## src/design/gpio_lb_pkg.sv

```systemverilog
package gpio_lb_pkg;

  localparam int unsigned DATA_W = 32;
  localparam int unsigned OFS_W  = 8;

  typedef logic [DATA_W-1:0] word_t;
  typedef logic [OFS_W-1:0]  ofs_t;

  // bus access kind
  localparam logic ACT_READ  = 1'b0;
  localparam logic ACT_WRITE = 1'b1;

  // register map
  localparam ofs_t OFS_DIR   = 8'h4C;
  localparam ofs_t OFS_DIN   = 8'h50;
  localparam ofs_t OFS_DOUT  = 8'h54;
  localparam ofs_t OFS_DSET  = 8'h58;
  localparam ofs_t OFS_DCLR  = 8'h5C;
  localparam ofs_t OFS_SEL   = 8'h8C;
  localparam ofs_t OFS_LBCTL = 8'h90;
  localparam ofs_t OFS_DIS   = 8'h94;

  localparam logic [3:0] LOOP_EN_CODE  = 4'hA;
  localparam word_t      LBCTL_RESET   = 32'h0005_0000;
  // fill bit of a split pair, indexed by {loopback control bit i, bit 2i+1, 0}
  localparam logic [7:0] PAIR_PATTERN  = 8'b0011_1100;
  localparam int unsigned MAX_PAIRS    = 16;

  typedef struct packed {
    logic  action;
    ofs_t  reg_offset;
    word_t write_data;
  } req_t;

endpackage

```

## src/design/gpio_lb_if.sv

```systemverilog
interface gpio_lb_in_if
  import gpio_lb_pkg::*;
  ();
  logic  valid;
  logic  ready;
  logic  action;
  ofs_t  reg_offset;
  word_t write_data;

  modport source (output valid, action, reg_offset, write_data, input ready);
  modport sink   (input valid, action, reg_offset, write_data, output ready);
endinterface

interface gpio_lb_out_if
  import gpio_lb_pkg::*;
  ();
  logic  valid;
  logic  ready;
  word_t read_data;
  logic  bad_offset;

  modport source (output valid, read_data, bad_offset, input ready);
  modport sink   (input valid, read_data, bad_offset, output ready);
endinterface

```

## src/design/gpio_port_with_pair_loopback.sv

```systemverilog
// GPIO port register file with pair-wise loopback.
// Channels: in_req carries one bus request (action, reg_offset, write_data);
// out_rsp returns exactly one response per request (read_data, bad_offset),
// in request order. Both use valid/ready; a transfer happens when both high.
// Path: a request is held in the input register, then the register-file
// update and the response register are written together.
// Throughput: one request per cycle while out_rsp.ready is high; requests may
// follow back to back and a write is visible to the very next read.
// Stall: while out_rsp.ready is low the response holds; one further request
// is taken into the input register, after which in_req.ready drops until the
// response is taken.
// Reset (rst_n low, synchronous): both stages empty, direction, data-out and
// data-in cleared, loopback control set to 0x0005_0000 (loopback off).
// Loopback is on when control bits 19:16 read 0xA: data-in then mirrors
// data-out, each split pair resolved from bit 2i+1 (control bit i clear) or
// bit 2i (set).
module gpio_port_with_pair_loopback
  import gpio_lb_pkg::*;
#(
  parameter int unsigned PIN_PAIRS = 16
) (
  input logic         clk,
  input logic         rst_n,
  gpio_lb_in_if.sink    in_req,
  gpio_lb_out_if.source out_rsp
);

  logic  s1_valid_r;
  req_t  s1_req_r;
  logic  out_valid_r;
  word_t out_data_r;
  logic  out_bad_r;

  word_t dir_r,  dir_nxt;
  word_t dout_r, dout_nxt;
  word_t din_r,  din_nxt;
  word_t lbctl_r, lbctl_nxt;
  word_t rd_nxt;
  logic  bad_nxt;
  logic  refresh;
  word_t loop_val;

  logic s1_adv;
  logic in_acc;

  assign s1_adv = s1_valid_r && (!out_valid_r || out_rsp.ready);
  assign in_req.ready = !s1_valid_r || s1_adv;
  assign in_acc = in_req.valid && in_req.ready;

  // register file update and read data / bad-offset decode
  always_comb begin
    dir_nxt   = dir_r;
    dout_nxt  = dout_r;
    lbctl_nxt = lbctl_r;
    refresh   = 1'b0;
    rd_nxt    = '0;
    bad_nxt   = 1'b0;
    if (s1_req_r.action == ACT_WRITE) begin
      unique case (s1_req_r.reg_offset)
        OFS_SEL, OFS_DIS, OFS_DIN: ;
        OFS_DIR: begin
          dir_nxt = s1_req_r.write_data;
          refresh = 1'b1;
        end
        OFS_DOUT: begin
          dout_nxt = s1_req_r.write_data;
          refresh  = 1'b1;
        end
        OFS_DSET: begin
          dout_nxt = dout_r | s1_req_r.write_data;
          refresh  = 1'b1;
        end
        OFS_DCLR: begin
          dout_nxt = dout_r & ~s1_req_r.write_data;
          refresh  = 1'b1;
        end
        OFS_LBCTL: lbctl_nxt = s1_req_r.write_data;
        default:   bad_nxt = 1'b1;
      endcase
    end else begin
      unique case (s1_req_r.reg_offset)
        OFS_DIN:                     rd_nxt = din_r;
        OFS_DIR:                     rd_nxt = dir_r;
        OFS_DOUT, OFS_DSET, OFS_DCLR: rd_nxt = dout_r;
        OFS_LBCTL:                   rd_nxt = lbctl_r;
        OFS_SEL, OFS_DIS:            ;
        default:                     bad_nxt = 1'b1;
      endcase
    end
  end

  // loopback pair resolution on the new data-out
  always_comb begin
    logic [2:0] idx;
    loop_val = dout_nxt;
    for (int p = 0; p < PIN_PAIRS && p < MAX_PAIRS; p++) begin
      idx = {lbctl_r[p], dout_nxt[2*p+1], 1'b0};
      if (dout_nxt[2*p] != dout_nxt[2*p+1]) begin
        loop_val[2*p]   = PAIR_PATTERN[idx];
        loop_val[2*p+1] = PAIR_PATTERN[idx];
      end
    end
  end

  always_comb begin
    din_nxt = din_r;
    if (refresh) begin
      if (lbctl_r[19:16] == LOOP_EN_CODE) begin
        din_nxt = loop_val;
      end else begin
        din_nxt = (din_r & ~dir_nxt) | (dout_nxt & dir_nxt);
      end
    end
  end

  always_ff @(posedge clk) begin
    if (!rst_n) begin
      s1_valid_r  <= 1'b0;
      out_valid_r <= 1'b0;
      dir_r       <= '0;
      dout_r      <= '0;
      din_r       <= '0;
      lbctl_r     <= LBCTL_RESET;
    end else begin
      if (in_req.ready) begin
        s1_valid_r <= in_req.valid;
      end
      if (s1_adv) begin
        out_valid_r <= 1'b1;
        dir_r       <= dir_nxt;
        dout_r      <= dout_nxt;
        din_r       <= din_nxt;
        lbctl_r     <= lbctl_nxt;
      end else if (out_rsp.ready) begin
        out_valid_r <= 1'b0;
      end
    end
  end

  always_ff @(posedge clk) begin
    if (in_acc) begin
      s1_req_r.action     <= in_req.action;
      s1_req_r.reg_offset <= in_req.reg_offset;
      s1_req_r.write_data <= in_req.write_data;
    end
    if (s1_adv) begin
      out_data_r <= rd_nxt;
      out_bad_r  <= bad_nxt;
    end
  end

  assign out_rsp.valid      = out_valid_r;
  assign out_rsp.read_data  = out_data_r;
  assign out_rsp.bad_offset = out_bad_r;

endmodule

```

## src/flat_wrapper.sv

```systemverilog
// flat-port wrapper written by rule: the top's interface ports become plain ports
module gpio_port_with_pair_loopback_flat import gpio_lb_pkg::*;
#(
  parameter int unsigned PIN_PAIRS = 16
)
  (clk, rst_n, in_req_valid, in_req_action, in_req_reg_offset, in_req_write_data, in_req_ready, out_rsp_valid, out_rsp_read_data, out_rsp_bad_offset, out_rsp_ready);
  gpio_lb_in_if in_req_i ();
  gpio_lb_out_if out_rsp_i ();
  input logic clk;
  input logic rst_n;
  input wire logic [$bits(in_req_i.valid)-1:0] in_req_valid;
  input wire logic [$bits(in_req_i.action)-1:0] in_req_action;
  input wire logic [$bits(in_req_i.reg_offset)-1:0] in_req_reg_offset;
  input wire logic [$bits(in_req_i.write_data)-1:0] in_req_write_data;
  output wire logic [$bits(in_req_i.ready)-1:0] in_req_ready;
  output wire logic [$bits(out_rsp_i.valid)-1:0] out_rsp_valid;
  output wire logic [$bits(out_rsp_i.read_data)-1:0] out_rsp_read_data;
  output wire logic [$bits(out_rsp_i.bad_offset)-1:0] out_rsp_bad_offset;
  input wire logic [$bits(out_rsp_i.ready)-1:0] out_rsp_ready;
  assign in_req_i.valid = in_req_valid;
  assign in_req_i.action = in_req_action;
  assign in_req_i.reg_offset = in_req_reg_offset;
  assign in_req_i.write_data = in_req_write_data;
  assign in_req_ready = in_req_i.ready;
  assign out_rsp_valid = out_rsp_i.valid;
  assign out_rsp_read_data = out_rsp_i.read_data;
  assign out_rsp_bad_offset = out_rsp_i.bad_offset;
  assign out_rsp_i.ready = out_rsp_ready;
  gpio_port_with_pair_loopback #(.PIN_PAIRS(PIN_PAIRS)) u_core (.clk(clk), .rst_n(rst_n), .in_req(in_req_i), .out_rsp(out_rsp_i));
endmodule
```

## config.mk

```make
export PLATFORM = sky130hd
export DESIGN_NAME = gpio_port_with_pair_loopback_flat
export DESIGN_NICKNAME = d
export VERILOG_FILES = /design/src/design/gpio_lb_pkg.sv /design/src/design/gpio_lb_if.sv /design/src/design/gpio_port_with_pair_loopback.sv /design/src/flat_wrapper.sv
export SDC_FILE = /design/constraint.sdc
export NUM_CORES = 1
export LEC_CHECK = 0
export ABC_CLOCK_PERIOD_IN_PS = 3210
export BUFFER_PORTS_ARGS = -buffer_cell sky130_fd_sc_hd__buf_2
export CORE_ASPECT_RATIO = 1.2
export CORE_UTILIZATION = 51
export CTS_CLUSTER_SIZE = 20
export DETAILED_ROUTE_END_ITERATION = 10
export PLACE_DENSITY = 0.7
export SYNTH_ARGS = -nofsm -noshare
export SYNTH_HDL_FRONTEND = slang
export SYNTH_SLANG_ARGS = --single-unit
```

## constraint.sdc

```tcl
create_clock -name clk -period 3.21 [get_ports clk]
set_input_delay 0.1605 -clock clk [delete_from_list [all_inputs] [get_ports clk]]
set_output_delay 0.1605 -clock clk [all_outputs]
set_load 0.05 [all_outputs]
```

### After elaboration in Yosys (flattened, before gate mapping)

Index checks and enable logic that the tools add are counted.

| storage, ports and cells | value |
|---|---|
| input bits | 45 |
| bits in registers | 204 |
| output and inout bits | 35 |
| word-level logic and storage cells | 130 |

| operators by class | value |
|---|---|
| multiplexer cells | 59 |
| order comparisons | 16 |
| reduce and logical (&&, ||, !) cells | 12 |
| bitwise logic cells | 7 |
| eq/ne operators | 25 |

Operator list:

| operator | number |
|---|---|
| $mux W32 | 4 |
| $pmux W32 S4 | 1 |
| $and A32 B32 Y32 | 3 |
| $pmux W32 S3 | 1 |
| $lt A3 B4 Y1 const B | 16 |
| $not A32 Y32 | 2 |
| $or A32 B32 Y32 | 2 |
| $eq A8 B7 Y1 const B | 5 |
| $bmux W1 S2 | 16 |
| $mux W2 | 16 |
| $eq A8 B8 Y1 const B | 3 |
| $mux W1 | 21 |
| $ne A1 B1 Y1 | 16 |
| $reduce_or A8 Y1 | 1 |
| $eq A4 B4 Y1 const B | 1 |
| $reduce_or A4 Y1 | 1 |
| $reduce_and A3 Y1 | 1 |
| $reduce_or A3 Y1 | 1 |
| $logic_and A1 B1 Y1 | 2 |
| $logic_not A1 Y1 | 2 |
| $logic_or A1 B1 Y1 | 2 |
| $reduce_and A2 Y1 | 1 |
| $reduce_bool A2 Y1 | 1 |

### Longest topological paths before layout

Gate-level depths: netlist of the first run.

| depth | value |
|---|---|
| depth in word-level cells | 8 |
| depth in mapped cells | 9 |
| mapped depth without buffers | 6 |

### Worst setup path after synthesis of the first run

No wires, ideal clock.

| timing | value |
|---|---|
| path kind | register to register |
| start | register u_core.out_valid_r, in the netlist u_core.out_rsp.valid |
| end | register u_core.out_bad_r, in the netlist u_core.out_rsp.bad_offset (enable) |
| cell stages (with the launch flop) | 6 |
| setup slack | 0.381 ns |
| buffers on the path | 2 |
| clock period less this slack | 2.829 ns |
| data arrival time | 2.420 ns |
| library setup time | 0.410 ns |
| data required time | 2.800 ns |
| cells stage by stage | dfxtp_1 > nor2b_1 > nand2b_1 > inv_1 > buf_1 > buf_1 |

| between the ends | value |
|---|---|
| word-level cells in the longest chain between the ends | 3 |

RTL lines:

| what | RTL line | RTL |
|---|---|---|
| start: declaration | gpio_port_with_pair_loopback.sv:30 | `logic out_valid_r;` |
| start signal: assignment | gpio_port_with_pair_loopback.sv:119 | `out_valid_r <= 1'b0;` |
| start signal: assignment | gpio_port_with_pair_loopback.sv:129 | `out_valid_r <= 1'b1;` |
| start signal: assignment | gpio_port_with_pair_loopback.sv:135 | `out_valid_r <= 1'b0;` |
| $logic_not A1 Y1 | gpio_port_with_pair_loopback.sv:46 | `assign s1_adv = s1_valid_r && (!out_valid_r \|\| out_rsp.ready);` |
| $logic_or A1 B1 Y1 | gpio_port_with_pair_loopback.sv:46 |  |
| $logic_and A1 B1 Y1 | gpio_port_with_pair_loopback.sv:46 |  |
| via u_core.s1_adv | gpio_port_with_pair_loopback.sv:43 | `logic s1_adv;` |
| end signal: assignment | gpio_port_with_pair_loopback.sv:148 | `out_bad_r <= bad_nxt;` |
| end: declaration | gpio_port_with_pair_loopback.sv:32 | `logic out_bad_r;` |

The timed path passes the listed nets, and every way through them passes these cells.
A chain may end at the register's enable or synchronous reset.

### Worst setup path after layout of the first run

| timing | value |
|---|---|
| start | register u_core.s1_req_r[35] (netlist bit) |
| end | register u_core.dout_r[10] |

| between the ends | value |
|---|---|
| word-level cells in the longest chain between the ends | 3 |
| elaborated cells on any way between the ends | 5 |
| classes of those cells | 3 x eq/ne; 2 x mux |

RTL lines:

| what | RTL line | RTL |
|---|---|---|
| start: declaration | gpio_port_with_pair_loopback.sv:29 | `req_t s1_req_r;` |
| $eq A8 B7 Y1 | gpio_port_with_pair_loopback.sv:59 | `unique case (s1_req_r.reg_offset)` |
| $pmux W32 S3 * | gpio_port_with_pair_loopback.sv:59 |  |
| $mux W32 * | gpio_port_with_pair_loopback.sv:58 | `if (s1_req_r.action == ACT_WRITE) begin` |
| end signal: assignment | gpio_port_with_pair_loopback.sv:131 | `dout_r <= dout_nxt;` |
| end: declaration | gpio_port_with_pair_loopback.sv:35 | `word_t dout_r, dout_nxt;` |

Mark *: on every way between the ends. The rest lies on a longest branch, timed or not.

==> results of run 1 <==
## routing by layer
layer | wire, µm | part of all wire | track usage
met1 | 12600 | 0.39 | 0.420
met2 | 15000 | 0.46 | 0.533
met3 | 3330 | 0.10 | 0.0616
met4 | 1670 | 0.051 | 0.194
met5 | 0 | 0 | 0
## layout by cell type (no fill, tap or decap), types with 10 or more instances in the layout
cell type	count
a211oi_1	13
a21oi_1	134
a222oi_1	32
a31oi_1	15
and2_1	13
buf_2	79
buf_4	48
clkbuf_16	25
dfxtp_1	130
dlygate4sd3_1	42
edfxtp_1	74
inv_1	13
mux2i_1	28
nand2_1	211
nand4_1	23
nor2_1	62
nor2b_1	16
nor3_1	17
o211ai_1	18
o21ai_0	24
o31a_1	10
o31ai_1	17
or3_1	10
## area by class of cell
cell class,count,area [µm²]
clock buffers,35,693
clock inverters,5,48.8
multi-input cells,783,4650
fillers,1609,7110
well taps,256,320
inverters,15,57.6
repair buffers,171,1220
flip-flops and latches,204,4820
## through the flow
stage          hold WS [ns]  area (µm²)   util  power (mW)  std cells
2_1_floorplan         0.259        9890      -        3.04       1100
3_3_place_gp          0.337       10700  0.563        3.16       1387
3_5_place_dp          0.339       10700  0.563        3.17       1387
4_1_cts             0.00802       11800  0.624        5.77       1469
5_1_grt              0.0345       11800  0.624        5.92       1469
6_report             0.0154       11800  0.624        5.75       1469
## logic make-up after synthesis
kind of cell / Yosys count / synth area share
AND/OR/NAND/NOR: 405 / 0.193
XOR/XNOR: 4 / 0.00354
multiplexers: 29 / 0.0295
buffers and inverters: 113 / 0.0464
flip-flops: 204 / 0.488
AO/OA/AOI/OAI: 345 / 0.240
## how the worst max path moves through the flow
stage	endpoint	cells past startpoint	slack, ns
floorplan	u_core.out_rsp.bad_offset	5	0.38
global placement	u_core.dout_r[10]	6	0.46
detailed placement	u_core.lbctl_r[4]	7	0.43
CTS	u_core.lbctl_r[4]	7	0.38
global route	u_core.lbctl_r[4]	7	0.18
finish	u_core.dout_r[10]	6	0.29
## worst max-delay path, cell delays in order (launching register included)
cell	delay, ns
edfxtp_1	0.57
buf_4	0.31
xor2_1	0.37
and3_1	0.66
and2_1	0.60
o21ai_0	0.16
a21oi_1	0.17
## where the power goes
group	internal [mW]	switching (mW)
logic	0.116	0.239
registers	2.74	0.0667
clock network	1.56	1.04
==> results by group, run 1 <==
Timing
  • Hold Vio Cnt, Final: 0
  • Final setup viols: 0
  • Tcrit/Tclk final: 0.910
  • RSZ-0062 raised after global routing: no
  • F_max: 0.343 GHz
  • Slew @ Worst Pin: about 0.78 ns
  • Min Tclk post-route: 2.92 ns
  • Slew headroom: 0.483
  • Clock skew: 0.0140 ns
  • Final critical-path setup slack: 0.290 ns
  • Setup TNS: 0 ns
  • Pins over their slew limit: 0

Floorplanning
  • Initial Utilization: 0.523
  • Number of I/O pins: 80
  • Die ar.: 0.0200 mm²
  • FP Rows: 55
  • Die Y: 155 µm
  • CORE AREA: 0.0189 mm²
  • Die X: 129 µm

Worst hold path
  • Worst Hold Launch: out_rsp_ready
  • Hold Path End: u_core.out_rsp.valid
  • Worst Hold Class: in2reg
  • Hold depth: 4

CTS
  • Post-CTS sizing: 0
  • Postcts setup bufs: 0
  • CTS Sinks: 204
  • Total CTS buffers: 22
  • CTS tree: yes
  • H-tree Lvls: 1
  • CTS clk-pin slew, worst paths: 0.06 ns
  • Clk buf depth: 3
  • Worst-skew pair later-pin latency: between 0.5 and 0.6 ns
  • CTS root buf: clkbuf_16
  • Hold_buf cts: 42

Logic synthesis
  • Number of synthesized flops with an enable pin: between 70 and 80
  • Syn Inst Count: 1100
  • Synth Area per Inst: 8.99 µm²
  • Synth top area share: 0.263
  • Synth area leader: dfxtp_1
  • Main synth FF type: dfxtp_1
  • Post-Syn Nets: 1145
  • Register area share after synthesis: 0.488
  • Cell area after synthesis: about 0.0099 mm²
  • #FFs+latches synth: 204
  • Yosys warns: 0
  • Async SR Flop Fraction: 0
  • Count leader, synth: nand2_1
  • Synth cell count leaders: nand2_1, a21oi_1, dfxtp_1
  • Area contributors post-synth: dfxtp_1, edfxtp_1, nand2_1
  • Netlist cell types: 68

Cells and area
  • Share of layout cells above drive strength 1: 0.153
  • # diodes: 0
  • Final nets: ~1200
  • Area delta synth->final: 19.4%

Pwr
  • Leakage: 3.92 nW
  • Power Density: 487 mW/mm²
  • VDD IR max: 443 µV

Critical path
  • Crit path kind: reg2reg
  • Cells on worst reg2reg path: 6
  • Reg-to-reg critical path startpoint: u_core.s1_req_r[35]
  • Reg2Reg Setup Slack: between 0.2 and 0.3 ns
  • Critical Path RT: ~3.7 ns
  • R2R Path End: u_core.dout_r[10]
  • Crit path from: u_core.s1_req_r[35]
  • Worst setup SP type: register
  • Worst setup EP type: register
  • WP data arrival: 3.36 ns
  • Max FO, Critical Path: 15

Drt
  • DR iter-0 viols: 1167
  • Routed vias: 9508
  • Routed wire length: 32600 µm
  • DRC errors left: 0
  • ANT nets after route: 0
  • Pre-Repair DR Iteration Count: 6
  • Vias per cell: 6.47
  • Routed length per instance: 22.2 µm

Status
  • Status: finished, final reports clean

Place
  • DP HPWL: between 15000 and 20000 µm
  • Pre-CTS setup slack: 0.428 ns
  • Number of port buffers: between 70 and 80
  • Placer congestion estimate: 0.893

GRT
  • Initial antenna violation count: 0
  • Largest net degree at the start of global routing: 66
  • Vias in the first global route: between 9000 and 10000
  • Global Route Usage Sum: 0.333
  • First-pass GRT wire length: 50700 µm
  • GRT Residual Overflow: 0

Job
  • Max-cap violation count: 0
No activity file was read; power rests on OpenSTA's default activity.
==> run 2, diff against run 1 <==
--- a/config.mk
+++ b/config.mk
@@ -5,13 +5,14 @@
 export SDC_FILE = /design/constraint.sdc
 export NUM_CORES = 1
 export LEC_CHECK = 0
+export ABC_AREA = 1
 export ABC_CLOCK_PERIOD_IN_PS = 3210
 export BUFFER_PORTS_ARGS = -buffer_cell sky130_fd_sc_hd__buf_2
 export CORE_ASPECT_RATIO = 1.2
 export CORE_UTILIZATION = 51
 export CTS_CLUSTER_SIZE = 20
 export DETAILED_ROUTE_END_ITERATION = 10
-export PLACE_DENSITY = 0.7
+export PLACE_DENSITY = 0.69
 export SYNTH_ARGS = -nofsm -noshare
 export SYNTH_HDL_FRONTEND = slang
 export SYNTH_SLANG_ARGS = --single-unit
==> results by group, run 2 <==
Status
  • Status: finished, final reports clean

Place
  • Number of port buffers: 79
  • Placer congestion estimate: 0.843
  • DP HPWL: 18700 µm

Logic synthesis
  • Syn Inst Count: 1514
  • Synth Area in Adders: 0
  • Post-synthesis compound-gate area fraction: 0.193
  • Post-synthesis mux area share: 0
  • Synth cell count leaders: nand2_1, nor2_1, inv_1
  • Synth top area share: 0.241
  • Netlist cell types: 28
  • Post-Syn Nets: between 1500 and 2000
  • #FFs+latches synth: ~200
  • Yosys warns: 0
  • Synth area leader: dfxtp_1
  • Async SR Flop Fraction: 0
  • Largest family of logic cells by synthesized area: simple AND/OR/NAND/NOR gates
  • Area contributors post-synth: dfxtp_1, edfxtp_1, nand2_1
  • Cell area after synthesis: 0.0108 mm²
  • Number of synthesized flops with an enable pin: 74
  • Post-synthesis simple-gate area fraction: 0.251
  • Register area share after synthesis: 0.447
  • Synth Area per Inst: roughly 7.1 µm²
  • Count leader, synth: nand2_1
  • Main synth FF type: dfxtp_1
  • Post-Synth XOR/XNOR Area: 0

Drt
  • WL met1: roughly 14000 µm
  • DR top layer: met4
  • Routed length per instance: roughly 17 µm
  • Routed vias: 10500
  • WL met3: roughly 2300 µm
  • DR iter-0 viols: 792
  • DRC errors left: 0
  • Met2 wire length: 15400 µm
  • Vias per cell: 5.62
  • ANT nets after route: 0
  • Routed wire length: 32600 µm
  • Pre-Repair DR Iteration Count: 5

Timing
  • Pins over their slew limit: 0
  • Slew headroom: 0.350
  • Hold Vio Cnt, Final: 0
  • Slew @ Worst Pin: 0.973 ns
  • Final setup viols: 0
  • RSZ-0062 raised after global routing: no
  • Tcrit/Tclk final: 0.705
  • Clock skew: around 0.018 ns
  • F_max: 0.442 GHz
  • Setup TNS: 0 ns
  • Worst slack on hold paths: ~0.28 ns
  • Min Tclk post-route: 2.26 ns

Critical path
  • Buffers & Inverters on Critical Path: 2
  • Slowest stage delay, CP: 0.49 ns
  • Worst setup EP type: register
  • Critical Path RT: 3.64 ns
  • Crit path top cell by count: nand2_1
  • CP cell instances: inv_1 -> nand2_1 -> nor2_2 -> buf_12 -> nand3_1 -> nand2_1 -> nor2_1 -> nand2_1 -> nand3_1 -> nand2_1 -> nand2_1 -> a21oi_1
  • Crit path kind: reg2reg
  • Worst setup SP type: register
  • Max FO, Critical Path: 25
  • Slowest CP cell: nor2_2
  • Top cell family by delay on the critical path: simple AND/OR/NAND/NOR gates
  • WP data arrival: 2.70 ns

Floorplanning
  • Die Y: 161 µm
  • Die ar.: around 0.022 mm²
  • FP Rows: 57
  • Initial Utilization: 0.527
  • CORE AREA: 0.0205 mm²
  • Die X: between 100 and 150 µm
  • Number of I/O pins: 80

CTS
  • H-tree Lvls: 1
  • Worst-skew pair later-pin latency: ~0.52 ns
  • CTS tree: yes
  • Clk buf depth: 3
  • CTS root buf: clkbuf_16
  • CTS Sinks: 204
  • Total CTS buffers: 23
  • CTS clk-pin slew, worst paths: ~0.060 ns

GRT
  • First-pass GRT wire length: 51700 µm
  • GRT Residual Overflow: 0
  • Initial antenna violation count: 0
  • Global Route Usage Sum: 0.303
  • Largest net degree at the start of global routing: 114
  • Vias in the first global route: 9990

Cells and area
  • Share of layout cells above drive strength 1: 0.0949
  • Sequential Area: roughly 0.0048 mm²
  • Area of the multi-input gates: ~0.0048 mm²
  • Most frequent cells in the layout: nand2_1, nor2_1, inv_1, nand3_1, dfxtp_1
  • Area delta synth->final: 17.2%
  • Commonest non-fill, non-tap cell in the layout: nand2_1
  • FILL cells: 1871
  • Final nets: 1641
  • # diodes: 0

Worst hold path
  • Worst Hold Class: in2reg

Pwr
  • Leakage: ~5.8 nW
  • VDD IR max: a little under 500 µV
  • Power Density: about 480 mW/mm²

Job
  • Max-cap violation count: 0
run 2: cell types whose count changed after synthesis, sizes merged, moves of 24 or more:
| cell | delta |
|---|---|
| inv | +191 |
| nor2 | +155 |
| nand3 | +141 |
| nand2 | +79 |
| o21ai | +70 |
| a222oi | -32 |
| o21bai | +32 |
| clkbuf | -30 |
| mux2i | -28 |
| a221oi | +24 |
| buf | +24 |
run 2: path summary, 6_finish.rpt:
| check | startpoint | to | slack [ns] | cells after the start |
|---|---|---|---|---|
| worst max-delay path | u_core.s1_req_r[34] | register | 0.95 | 12 |
| worst min register to register | register | register | 0.52 | 2 |
| worst max register to register | u_core.s1_req_r[34] | register | 0.95 | 12 |
| worst min-delay path | rst_n | u_core.lbctl_r[16] | 0.28 | 3 |
run 2: worst reg2reg max path, cell delays in order, from the launching register on:
cell and delay, ns:
edfxtp_1 0.48, inv_1 0.10, nand2_1 0.06, nor2_2 0.49, buf_12 0.28, nand3_1 0.10
nand2_1 0.09, nor2_1 0.04, nand2_1 0.09, nand3_1 0.12, nand2_1 0.09, nand2_1 0.09
a21oi_1 0.16
run 2: cells by family (layout without fill, tap and decap cells):
| kind of cell | Yosys count | count (layout) |
|---|---|---|
| buffers and inverters | 298 | 396 |
| DFF | 204 | 204 |
| AOI/OAI and AO/OA | 350 | 350 |
| and+or+nand+nor | 662 | 662 |
run 2: per-stage QoR:
step | cell area, µm² | utilization | std cells | total power [mW] | setup WS [ns]
finish | 12600 | 0.618 | 1877 | 6.09 | 0.947
floorplan | 10800 | - | 1514 | 3.30 | 0.881
global placement | 11500 | 0.560 | 1792 | 3.46 | 1.10
CTS | 12600 | 0.618 | 1877 | 6.12 | 1.00
global route | 12600 | 0.618 | 1877 | 6.31 | 0.778
detailed placement | 11500 | 0.560 | 1792 | 3.47 | 1.03
run 2: cell type report:
type | count | share of cell area
Sequential cell | 204 | 0.382
Multi-Input combinational cell | 1012 | 0.381
Timing Repair Buffer | 149 | 0.0905
Inverter | 206 | 0.0612
Clock buffer | 28 | 0.0494
Tap cell | 265 | 0.0262
Clock inverter | 13 | 0.00970
run 2: routing by layer:
| layer | global-route usage | vias to the layer above |
|---|---|---|
| li1 | - | 5192 |
| met1 | 0.379 | 4846 |
| met2 | 0.519 | 416 |
| met3 | 0.0383 | 86 |
| met4 | 0.134 | 0 |
| met5 | 0 | - |
run 2: timing repair:
item,4_1_cts,5_1_grt
buffers inserted,0,0
endpoints found under the hold margin,43,0
hold buffers,44,0
gates resized for setup,0,0
run 2: power by group:
part           internal (mW)  switching, mW  total (mW)
clock network           1.54           1.09        2.63
registers               2.79         0.0620        2.85
logic                  0.198          0.412       0.610
total                   4.53           1.56        6.09
==> run 3, diff against run 2 <==
--- a/config.mk
+++ b/config.mk
@@ -6,13 +6,13 @@
 export NUM_CORES = 1
 export LEC_CHECK = 0
 export ABC_AREA = 1
-export ABC_CLOCK_PERIOD_IN_PS = 3210
+export ABC_CLOCK_PERIOD_IN_PS = 1830
 export BUFFER_PORTS_ARGS = -buffer_cell sky130_fd_sc_hd__buf_2
 export CORE_ASPECT_RATIO = 1.2
 export CORE_UTILIZATION = 51
 export CTS_CLUSTER_SIZE = 20
 export DETAILED_ROUTE_END_ITERATION = 10
-export PLACE_DENSITY = 0.69
+export PLACE_DENSITY = 0.72
 export SYNTH_ARGS = -nofsm -noshare
 export SYNTH_HDL_FRONTEND = slang
 export SYNTH_SLANG_ARGS = --single-unit
==> constraint.sdc (replaced) <==
create_clock -name clk -period 1.83 [get_ports clk]
set_input_delay 0.0915 -clock clk [delete_from_list [all_inputs] [get_ports clk]]
set_output_delay 0.0915 -clock clk [all_outputs]
set_load 0.05 [all_outputs]
==> results by group, run 3 (same netlist as run 2, synthesis figures left out) <==
Cells and area
  • Most frequent cells in the layout: nand2_1, inv_1, nor2_1, nand3_1, dfxtp_1
  • Commonest non-fill, non-tap cell in the layout: nand2_1
  • Final nets: 1722
  • # diodes: 0
  • Post-Route Utilization: 0.728
  • Area delta synth->final: 38.2%
  • Share of layout cells above drive strength 1: 0.272

Place
  • Placer congestion estimate: 0.871
  • DP HPWL: 20800 µm
  • Number of port buffers: 79

Timing
  • Final critical-path setup slack: -0.268 ns
  • Tcrit/Tclk final: 1.15
  • Slew @ Worst Pin: 0.659 ns
  • RSZ-0062 raised after global routing: yes
  • Worst slack on hold paths: 0.180 ns
  • Setup TNS: -13.87 ns
  • F_max: 0.477 GHz
  • Final setup viols: 113
  • Hold Vio Cnt, Final: 0
  • Min Tclk post-route: around 2.1 ns
  • Pins over their slew limit: 0
  • Clock skew: 0.0159 ns
  • Slew headroom: 0.560

Floorplanning
  • Initial Utilization: 0.527
  • Die ar.: 0.0217 mm²
  • Die X: ~130 µm
  • FP Rows: 57
  • CORE AREA: 0.0205 mm²
  • Die Y: around 160 µm
  • Number of I/O pins: 80

CTS
  • CTS root buf: clkbuf_16
  • CTS tree: yes
  • H-tree Lvls: 1
  • CTS clk-pin slew, worst paths: 0.07 ns
  • Worst-skew pair later-pin latency: 0.52 ns
  • CTS Sinks: 204
  • Total CTS buffers: 23
  • Clk buf depth: 3

Drt
  • Pre-Repair DR Iteration Count: 6
  • ANT nets after route: 0
  • Vias per cell: 5.93
  • Routed wire length: roughly 38000 µm
  • DR iter-0 viols: 1174
  • Routed length per instance: 19.2 µm
  • Routed vias: ~12000
  • DRC errors left: 0

Critical path
  • Cells on worst reg2reg path: 12
  • Max FO, Critical Path: 7
  • Worst setup SP type: register
  • Worst setup EP type: register
  • Crit path kind: reg2reg
  • Reg2Reg Setup Slack: -0.27 ns
  • Reg-to-reg critical path startpoint: u_core.s1_req_r[37]
  • WP data arrival: roughly 2.5 ns
  • Critical Path RT: 2.23 ns

Status
  • Failing checks: setup timing
  • Status: complete, but fails checks

Job
  • Max-cap violation count: 0

GRT
  • Largest net degree at the start of global routing: 72
  • GRT Residual Overflow: 0
  • Met1 Use GR: 0.394
  • First-pass GRT wire length: 53500 µm
  • Top Usage Layer GRT: met2
  • GR Layer Usage met2: 0.522
  • Initial antenna violation count: 0
  • Met3 GRT Util: 0.0417
  • Global Route Usage Sum: 0.312
  • Vias in the first global route: 10500

Worst hold path
  • Worst Hold Launch: rst_n
  • Worst Hold Class: in2reg
  • Hold Path End: u_core.dout_r[6]
  • Hold depth: 3

Pwr
  • Pwr Total: ~11 mW
  • VDD IR max: approximately 800 µV
  • Power Density: 732 mW/mm²
  • Leakage: 6.50 nW
[run 3: worst max-delay path by stage]
stage                          from                            to  cells after the start
6_report        u_core.s1_req_r[37]                      register                     12
3_5_place_dp    u_core.s1_req_r[32]  u_core.out_rsp.read_data[13]                     10
5_1_grt         u_core.s1_req_r[37]                      register                     12
4_1_cts         u_core.s1_req_r[35]            u_core.lbctl_r[16]                      9
2_1_floorplan  u_core.out_rsp.valid                      register                      8
3_3_place_gp    u_core.s1_req_r[32]   u_core.out_rsp.read_data[8]                     10
[run 3: routing by layer]
metal / up-vias / part of all wire
met5: - / 0
met4: 0 / 0.058
met3: 176 / 0.085
met2: 670 / 0.48
met1: 5395 / 0.38
li1: 5357 / -
[run 3: through the flow]
stage / worst slack, ns / cell area [µm²] / cells
after global placement: -0.164 / 11900 / 1834
after CTS: -0.0697 / 13600 / 1931
after global routing: -0.345 / 14900 / 1957
after floorplan: 0.00178 / 10800 / 1514
final: -0.268 / 14900 / 1957
after detailed placement: -0.172 / 11900 / 1834
[run 3: cell type report]
class                      count  area, µm²
multi-input combinational   1012       5970
fill                        1464       5560
sequential                   204       4830
timing repair buffer         230       2230
inverter                     206        795
clock buffer                  26        608
tap                          265        332
clock inverter                14        139
[run 3: critical path: stages (launching register included)]
cell and delay, ns:
edfxtp_1 0.40, inv_2 0.10, nand2_4 0.07, nor2_4 0.23, buf_6 0.13, o211ai_1 0.12, nand2_1 0.17, nand3_4 0.18
buf_6 0.23, nor2_2 0.15, nand2_1 0.07, inv_1 0.05, a21oi_1 0.06
[run 3: what timing repair did]
item | in CTS | in global routing
hold buffers | 43 | 0
endpoints found under the hold margin | 43 | 0
endpoints found under the setup margin | 109 | 147
pin swaps | 2 | 82
gates cloned | 4 | 9
buffers inserted | 10 | 20
resized for setup | 65 | 288
[run 3: report_power, final]
group          internal (mW)  switching [mW]  total (mW)
Combinational          0.421           0.847        1.27
Clock                   2.68            1.94        4.62
Sequential              4.89           0.127        5.02
Total                   8.00            2.91        10.9
